`src/hdl/icon_alpha_blend_pixel_unit_defines.svh`:
```
// assertion macros shared by the icon alpha blend pixel unit
`ifndef ICON_ALPHA_BLEND_PIXEL_UNIT_DEFINES_SVH
`define ICON_ALPHA_BLEND_PIXEL_UNIT_DEFINES_SVH

`ifndef SYNTHESIS

// property checked at every clock edge outside reset
`define ABP_ASSERT(label, prop, msg) \
  label: assert property (@(posedge clk) disable iff (rst) (prop)) else $error(msg);

// implication checked from one edge to the next, outside reset
`define ABP_ASSERT_NEXT(label, cond, prop, msg) \
  label: assert property (@(posedge clk) disable iff (rst) (cond) |=> (prop)) else $error(msg);

`else

`define ABP_ASSERT(label, prop, msg)
`define ABP_ASSERT_NEXT(label, cond, prop, msg)

`endif

`endif

```
`src/hdl/abp_pkg.sv`:
```
// shared constants, types and helpers of the icon alpha blend pixel unit
`timescale 1ns / 1ps

package abp_pkg;

  // size limits
  localparam int MAX_FRAME_DIM = 4096;
  localparam int MAX_ICON_SIDE = 256;

  // fixed field widths
  localparam int COORD_W     = 13;
  localparam int SIDE_W      = 9;
  localparam int CFG_DATA_W  = 13;
  localparam int CFG_INDEX_W = 3;
  localparam int POS_IN_W    = 8;
  localparam int ADDR_W      = 24;
  localparam int PIX_W       = 32;
  localparam int CH_W        = 8;
  localparam int NUM_CH      = 3;
  localparam int MIX_W       = 2 * CH_W;

  // derived widths
  localparam int DIM_W    = $clog2(MAX_FRAME_DIM + 1);
  localparam int POS_W    = $clog2(MAX_FRAME_DIM);
  localparam int TGT_W    = COORD_W + 1;
  localparam int APROD_W  = POS_W + DIM_W;
  localparam int ASUM_W   = (APROD_W + 1 > ADDR_W) ? APROD_W + 1 : ADDR_W;

  localparam logic [CH_W-1:0] ALPHA_FULL = {CH_W{1'b1}};

  typedef enum logic [CFG_INDEX_W-1:0] {
    REG_ORIGIN_X     = 3'd0,
    REG_ORIGIN_Y     = 3'd1,
    REG_ICON_SIDE    = 3'd2,
    REG_FRAME_WIDTH  = 3'd3,
    REG_FRAME_HEIGHT = 3'd4
  } cfg_reg_t;

  // configuration after clamping to the size limits
  typedef struct packed {
    logic [COORD_W-1:0] origin_x;
    logic [COORD_W-1:0] origin_y;
    logic [SIDE_W-1:0]  side;
    logic [DIM_W-1:0]   fw;
    logic [DIM_W-1:0]   fh;
  } cfg_t;

  // per-stage load enables from the pipeline control
  typedef struct packed {
    logic en1;
    logic en2;
    logic en3;
  } stage_en_t;

  // exact x / 255 for x up to 255 * 255
  function automatic logic [CH_W-1:0] div255(input logic [MIX_W-1:0] x);
    logic [MIX_W:0] t;
    t = (MIX_W + 1)'(x) + (MIX_W + 1)'(1) + (MIX_W + 1)'(x >> CH_W);
    return t[MIX_W-1:CH_W];
  endfunction

endpackage

```
`src/hdl/abp_cfg.sv`:
```
// configuration registers with clamping to the size limits
`timescale 1ns / 1ps

module abp_cfg import abp_pkg::*; (
  input  logic                   clk,
  input  logic                   rst,
  input  logic                   cfg_we,
  input  logic [CFG_INDEX_W-1:0] cfg_index,
  input  logic [CFG_DATA_W-1:0]  cfg_data,
  output cfg_t                   cfg
);

  logic [COORD_W-1:0] origin_x;
  logic [COORD_W-1:0] origin_y;
  logic [SIDE_W-1:0]  icon_side;
  logic [COORD_W-1:0] frame_width;
  logic [COORD_W-1:0] frame_height;

  always_ff @(posedge clk) begin
    if (rst) begin
      origin_x     <= '0;
      origin_y     <= '0;
      icon_side    <= SIDE_W'(32);
      frame_width  <= COORD_W'(640);
      frame_height <= COORD_W'(480);
    end else if (cfg_we) begin
      unique case (cfg_reg_t'(cfg_index))
        REG_ORIGIN_X:     origin_x     <= cfg_data;
        REG_ORIGIN_Y:     origin_y     <= cfg_data;
        REG_ICON_SIDE:    icon_side    <= cfg_data[SIDE_W-1:0];
        REG_FRAME_WIDTH:  frame_width  <= cfg_data;
        REG_FRAME_HEIGHT: frame_height <= cfg_data;
        default: ;
      endcase
    end
  end

  always_comb begin
    cfg.origin_x = origin_x;
    cfg.origin_y = origin_y;
    cfg.side = (32'(icon_side) > MAX_ICON_SIDE) ? SIDE_W'(MAX_ICON_SIDE) : icon_side;
    cfg.fw = (32'(frame_width) > MAX_FRAME_DIM) ? DIM_W'(MAX_FRAME_DIM)
                                                 : DIM_W'(frame_width);
    cfg.fh = (32'(frame_height) > MAX_FRAME_DIM) ? DIM_W'(MAX_FRAME_DIM)
                                                  : DIM_W'(frame_height);
  end

endmodule

```
`src/hdl/abp_geom.sv`:
```
// clip test and linear address pipeline, three register stages
`timescale 1ns / 1ps

module abp_geom import abp_pkg::*; (
  input  logic                clk,
  input  stage_en_t           en,
  input  cfg_t                cfg,
  input  logic [POS_IN_W-1:0] column,
  input  logic [POS_IN_W-1:0] line,
  input  logic [CH_W-1:0]     alpha,
  output logic                write_enable,
  output logic [ADDR_W-1:0]   pixel_address
);

  logic signed [TGT_W-1:0] px;
  logic signed [TGT_W-1:0] py;
  logic                    hit;

  logic               s1_we;
  logic [POS_W-1:0]   s1_px;
  logic [POS_W-1:0]   s1_py;
  logic [DIM_W-1:0]   s1_fw;
  logic               s2_we;
  logic [POS_W-1:0]   s2_px;
  logic [APROD_W-1:0] s2_prod;
  logic [ASUM_W-1:0]  addr_sum;

  // target position, clip against icon and frame, and zero-alpha test
  always_comb begin
    px = TGT_W'($signed(cfg.origin_x)) + $signed({1'b0, column});
    py = TGT_W'($signed(cfg.origin_y)) + $signed({1'b0, line});
    hit = (SIDE_W'(column) < cfg.side) && (SIDE_W'(line) < cfg.side) &&
          (alpha != '0) && !px[TGT_W-1] && !py[TGT_W-1] &&
          (32'(px[TGT_W-2:0]) < 32'(cfg.fw)) &&
          (32'(py[TGT_W-2:0]) < 32'(cfg.fh));
  end

  always_ff @(posedge clk) begin
    if (en.en1) begin
      s1_we <= hit;
      s1_px <= px[POS_W-1:0];
      s1_py <= py[POS_W-1:0];
      s1_fw <= cfg.fw;
    end
    if (en.en2) begin
      s2_we   <= s1_we;
      s2_px   <= s1_px;
      s2_prod <= APROD_W'(s1_py) * APROD_W'(s1_fw);
    end
    if (en.en3) begin
      write_enable  <= s2_we;
      pixel_address <= s2_we ? addr_sum[ADDR_W-1:0] : '0;
    end
  end

  assign addr_sum = ASUM_W'(s2_prod) + ASUM_W'(s2_px);

endmodule

```
`src/hdl/abp_blend.sv`:
```
// per-channel blend pipeline, three register stages
`timescale 1ns / 1ps

module abp_blend import abp_pkg::*; (
  input  logic             clk,
  input  stage_en_t        en,
  input  logic [PIX_W-1:0] src_pixel,
  input  logic [PIX_W-1:0] dst_pixel,
  output logic [PIX_W-1:0] pixel
);

  logic [CH_W-1:0]  alpha;
  logic [CH_W-1:0]  alpha_inv;

  logic             s1_full;
  logic [PIX_W-1:0] s1_src;
  logic [MIX_W-1:0] s1_ps [NUM_CH];
  logic [MIX_W-1:0] s1_pd [NUM_CH];
  logic             s2_full;
  logic [PIX_W-1:0] s2_src;
  logic [MIX_W-1:0] s2_sum [NUM_CH];
  logic [PIX_W-1:0] mixed;

  assign alpha     = src_pixel[PIX_W-1 -: CH_W];
  assign alpha_inv = ALPHA_FULL - alpha;

  always_ff @(posedge clk) begin
    if (en.en1) begin
      s1_full <= (alpha == ALPHA_FULL);
      s1_src  <= src_pixel;
      for (int c = 0; c < NUM_CH; c++) begin
        s1_ps[c] <= MIX_W'(src_pixel[c*CH_W +: CH_W]) * MIX_W'(alpha);
        s1_pd[c] <= MIX_W'(dst_pixel[c*CH_W +: CH_W]) * MIX_W'(alpha_inv);
      end
    end
    if (en.en2) begin
      s2_full <= s1_full;
      s2_src  <= s1_src;
      for (int c = 0; c < NUM_CH; c++) begin
        s2_sum[c] <= s1_ps[c] + s1_pd[c];
      end
    end
    if (en.en3) begin
      pixel <= s2_full ? s2_src : mixed;
    end
  end

  // divide by 255 and force opaque alpha
  always_comb begin
    mixed = '0;
    mixed[PIX_W-1 -: CH_W] = ALPHA_FULL;
    for (int c = 0; c < NUM_CH; c++) begin
      mixed[c*CH_W +: CH_W] = div255(s2_sum[c]);
    end
  end

endmodule

```
`src/hdl/icon_alpha_blend_pixel_unit.sv`:
```
// top level of the icon alpha blend pixel unit
`timescale 1ns / 1ps
`include "icon_alpha_blend_pixel_unit_defines.svh"

// alpha blends ARGB8888 icon pixels, one per clock while in_stall is low,
// over the framebuffer pixel at its target position. the target is origin
// plus icon column and row; it is clipped to the icon size and the frame,
// and source alpha zero gives no write. a pixel with write_enable low
// carries zero address and pixel. throughput is one item per clock while
// in_stall is low; the three stages up to the result register are: clip
// test and channel products, row address product and channel sums, then the
// divide by 255 with final address add. out_stall backs up through the stage
// valid bits, and in_stall rises only when every stage holds an item and the
// output is stalled. config takes effect on items accepted after the write.
module icon_alpha_blend_pixel_unit import abp_pkg::*; (
  input  logic                   clk,
  input  logic                   rst,
  // config write port
  input  logic                   cfg_we,
  input  logic [CFG_INDEX_W-1:0] cfg_index,
  input  logic [CFG_DATA_W-1:0]  cfg_data,
  // input item channel
  input  logic                   in_valid,
  output logic                   in_stall,
  input  logic [POS_IN_W-1:0]    column,
  input  logic [POS_IN_W-1:0]    line,
  input  logic [PIX_W-1:0]       src_pixel,
  input  logic [PIX_W-1:0]       dst_pixel,
  // result item channel
  output logic                   out_valid,
  input  logic                   out_stall,
  output logic                   write_enable,
  output logic [ADDR_W-1:0]      pixel_address,
  output logic [PIX_W-1:0]       out_pixel
);

  cfg_t      cfg;
  stage_en_t en;

  // stage valid bits; stage three is the output register
  logic v1;
  logic v2;
  logic v3;
  logic ready1;
  logic ready2;
  logic ready3;

  logic [PIX_W-1:0] pixel;

  abp_cfg u_cfg (
    .clk       (clk),
    .rst       (rst),
    .cfg_we    (cfg_we),
    .cfg_index (cfg_index),
    .cfg_data  (cfg_data),
    .cfg       (cfg)
  );

  // a stage may load when it is empty or its item moves on this edge
  assign ready3 = !v3 || !out_stall;
  assign ready2 = !v2 || ready3;
  assign ready1 = !v1 || ready2;

  assign en.en1 = ready1;
  assign en.en2 = ready2;
  assign en.en3 = ready3;

  assign in_stall = !ready1;

  always_ff @(posedge clk) begin
    if (rst) begin
      v1 <= 1'b0;
      v2 <= 1'b0;
      v3 <= 1'b0;
    end else begin
      if (ready1) begin
        v1 <= in_valid;
      end
      if (ready2) begin
        v2 <= v1;
      end
      if (ready3) begin
        v3 <= v2;
      end
    end
  end

  abp_geom u_geom (
    .clk           (clk),
    .en            (en),
    .cfg           (cfg),
    .column        (column),
    .line          (line),
    .alpha         (src_pixel[PIX_W-1 -: CH_W]),
    .write_enable  (write_enable),
    .pixel_address (pixel_address)
  );

  abp_blend u_blend (
    .clk       (clk),
    .en        (en),
    .src_pixel (src_pixel),
    .dst_pixel (dst_pixel),
    .pixel     (pixel)
  );

  assign out_valid = v3;

  // no-write results carry a zero pixel
  assign out_pixel = write_enable ? pixel : '0;

  `ABP_ASSERT(a_stall_only_when_full, !in_stall || (v1 && v2 && v3 && out_stall), "input stalled with room in the pipeline")
  `ABP_ASSERT(a_write_has_alpha, !(out_valid && write_enable) || (out_pixel[PIX_W-1 -: CH_W] != '0), "write with zero output alpha")
  `ABP_ASSERT(a_nowrite_zero, !(out_valid && !write_enable) || (pixel_address == '0), "no-write result with nonzero address")
  `ABP_ASSERT_NEXT(a_mid_stage_kept, v2 && !ready3, v2, "stage two item dropped while blocked")

endmodule
```
`config.mk`:
```
export PLATFORM = sky130hd
export DESIGN_NAME = icon_alpha_blend_pixel_unit
export DESIGN_NICKNAME = d
export VERILOG_FILES = /design/src/hdl/abp_pkg.sv /design/src/hdl/abp_cfg.sv /design/src/hdl/abp_geom.sv /design/src/hdl/abp_blend.sv /design/src/hdl/icon_alpha_blend_pixel_unit.sv
export VERILOG_INCLUDE_DIRS = /design/src /design/src/hdl
export SDC_FILE = /design/constraint.sdc
export NUM_CORES = 2
export LEC_CHECK = 0
export BUFFER_PORTS_ARGS = -buffer_cell sky130_fd_sc_hd__buf_2
export CAP_MARGIN = 10
export CORE_MARGIN = 1
export CORE_UTILIZATION = 58
export CTS_CLUSTER_DIAMETER = 30
export CTS_CLUSTER_SIZE = 20
export DETAILED_ROUTE_END_ITERATION = 8
export GPL_TIMING_DRIVEN = 1
export PLACE_DENSITY = 0.79
export SKIP_LAST_GASP = 1
export SLEW_MARGIN = 20
export SYNTH_ARGS = -nofsm -noshare
export SYNTH_HDL_FRONTEND = slang
export SYNTH_SLANG_ARGS = --single-unit
```
`constraint.sdc`:
```
create_clock -name clk -period 6.05 [get_ports clk]
set_input_delay 1.21 -clock clk [delete_from_list [all_inputs] [get_ports clk]]
set_output_delay 1.21 -clock clk [all_outputs]
set_load 0.005 [all_outputs]
```
==> impl_results.md <==
- Status: finished clean
- Period minus WS final: 5.57 ns
- Syn-to-layout area delta: 13.3%
- Via density: 5.58
- Clk_lat worst skew: 0.62 ns
- Hold Crit Class: reg -> reg
- Initial Util: 0.591
- Worst Tran Pin Value: just under 1 ns
- Htree depth: 3
- Final hold slack: a little over 0.4 ns
- Proportion of layout cells with a drive suffix above 1: 0.101
- P_leak: 19.0 nW
- Dpl hpwl: 60.4 mm
- Cts bufs inserted: 84
- Worst-path clk slew: roughly 0.050 ns
- Gate power share: 0.408
- Post-route setup TNS: 0 ns
- Power share of the clock group: 0.305
- Max-slew violation count: 0
- CP Data Arrival Time: 6.04 ns
- Iter 0 DRT Violations: 1,935
- Hold Buf Count CTS: 0
- Synth area leaders: edfxtp_1 29%, fa_1 18%, ha_1 14%, inv_1 5.2%, nand2_1 4.6%
- Syn Area/Cell: 10.1 µm²
- Max Clk Rate: around 180 MHz
- Worst-path maximum fanout: 13
- Vias in the first global route: 26,200
- Post-DR wirelength/cell: around 17 µm
- Area share of the largest cell type after synthesis: 0.286
- Synth Flop Type: edfxtp_1
- Hold Violations, Final: 0
- Placed instance count: about 4,400
- CP endpoint kind: flop
- DRT Wirelength: 80.1 mm
- Post_cts resized: 0
- Flop pwr share: 0.287
- Placeable Area: roughly 60,000 µm²
- Crit start category: flop
- Initial antenna violation count: 9
- GP Congestion: 0.919
- Cell Int Power: 9.91 mW
- Commonest non-fill, non-tap cell in the layout: inv_1
- CTS tree: yes
- Port Buf Inserts: 151
- Cell count after synthesis: 3,545
- PwrDens: 381 nW/µm²
- FF+latch count, synth: 406
- Cell Rows: 90
- Syn Nets: 4,385
- Clock sink count: 406
- Final setup fails: 0
- GRT Total Usage: 0.264
- Die ar.: 62,900 µm²
- Period Utilization, post-route: 0.920
- Slew HR: 0.343
- Worst setup path category: reg -> reg
- Finished Layout Cells: 4,589
- FFs w/ async S/R, synth: 0
- Synth area leader: edfxtp_1
- Fin util: 0.670
- Sw frac: 0.360
- Clock skew: 0.0238 ns
- Post-route ant nets: 0
- Max cap viols: 0
- Die H: 251 µm
- Sequential element share of the synthesized area: 0.322
- Worst-case clock buffer depth: 3
- RSZ-0062 raised after global routing: false
- Setup Fix Bufs, Post-CTS: 0
- VDD IR-drop max: 0.230 mV
- Cell variety after synth: between 60 and 70
- GRT overflow: 0
- Power after layout: between 15 and 20 mW
- Largest net degree at the start of global routing: 117
- Number of synthesized flops with an enable pin: between 300 and 400
- Die X: 251 µm
- Switching power: roughly 5.6 mW
- DRC viols: 0
- Cell area after synthesis: 35,900 µm²
- Most frequent cells in the layout: 495 x inv_1, 442 x nand2_1, 408 x ha_1
- Boundary Pins: 160
- First-pass GRT wire length: 132 mm
- Routed vias: 25,600
- DRT Pass-1 Iters: 8
- Root Buffer: clkbuf_16
- Yosys warning count: 0
- Critical Path RT: around 6.5 ns
- Final #Nets: 4,574
[per-layer routing]
metal  routed length [µm]  vias up  track usage
li1                     -    12100            -
met1                35000    12500        0.359
met2                37300      828        0.429
met3                 5810      144       0.0466
met4                 1980        4       0.0841
met5                   23        -            0
[path summary, 6_finish.rpt]
| check | startpoint | to | slack, ns | cells past startpoint |
|---|---|---|---|---|
| max reg2reg | u_geom.s1_py[6] | u_geom.s2_prod[22] | 0.48 | 17 |
| min reg2reg | u_blend.s1_src[26] | u_blend.s2_src[26] | 0.41 | 0 |
| max | u_geom.s1_py[6] | u_geom.s2_prod[22] | 0.48 | 17 |
| min | u_blend.s1_src[26] | u_blend.s2_src[26] | 0.41 | 0 |
[critical path, cell delays in order (launching register included)]
cell,delay [ns]
edfxtp_1,0.61
and2_1,0.28
fa_1,0.54
inv_1,0.06
fa_1,0.53
inv_1,0.05
fa_1,0.44
fa_1,0.48
inv_1,0.05
fa_1,0.47
inv_1,0.04
ha_1,0.22
or4_4,0.54
o22ai_2,0.22
o211ai_2,0.14
o31a_1,0.34
nor4b_2,0.26
a211o_1,0.14
[area by class of cell]
class	instances	area (µm²)
Multi-Input combinational cell	2538	22100
Inverter	498	1870
Clock buffer	94	2220
Timing Repair Buffer	206	1180
Fill cell	4480	20000
Clock inverter	60	747
Antenna cell	5	12.5
Sequential cell	406	11600
Tap cell	782	978
[cell families after synthesis]
logic type / share of synthesized area
flip-flops: 0.322
AO/OA/AOI/OAI: 0.0832
adder cells (fa/ha/maj): 0.327
buffers and inverters: 0.0629
multiplexers: 0.000314
AND/OR/NAND/NOR: 0.162
XOR/XNOR: 0.0427
[power by group through the flow]
stage	Combinational, mW	Clock [mW]	Sequential, mW
after floorplan	4.69	0	4.29
after global placement	5.95	0	4.46
after detailed placement	6.16	0	4.48
after CTS	6.29	4.78	4.44
after global routing	7.11	4.91	4.51
final	6.31	4.73	4.45
[synth_stat cells (4+ instances only)]
cell type	number
inv_1	496
nand2_1	444
ha_1	408
edfxtp_1	342
fa_1	331
and2_1	198
a21oi_1	183
nor2b_1	124
xnor2_1	124
nand2b_1	121
nor2_1	107
clkbuf_1	98
o21ai_0	88
dfxtp_1	64
xor2_1	51
nand3_1	44
o21a_1	37
a21o_1	32
and3_1	28
nor3_1	24
nand4_1	20
o211ai_1	16
a211oi_1	15
a31oi_1	13
nand3b_1	11
o21bai_1	11
o31a_1	11
or2_2	8
nor4_1	7
a2111oi_2	6
a21boi_0	6
or3_1	6
buf_1	5
a41oi_1	4
nand4b_1	4
o21ai_1	4
o31ai_1	4
[metrics by stage]
stage	setup WS [ns]	instance area, µm²
6_report	0.483	40700
5_1_grt	0.298	40700
4_1_cts	0.468	40600
3_5_place_dp	0.0427	37700
3_3_place_gp	0.138	37700
2_1_floorplan	0.363	35900
[state kept, by name, summed over array words and instances (netlist names), 24 cells and up]
name / count
u_blend.s2_sum: 48
u_geom.s2_prod: 24
u_blend.s2_src: 32
u_blend.s1_ps: 48
u_blend.s1_src: 32
u_blend.pixel: 32
u_blend.s1_pd: 48
u_geom.pixel_address: 24
(Power assumes the default switching activity.)
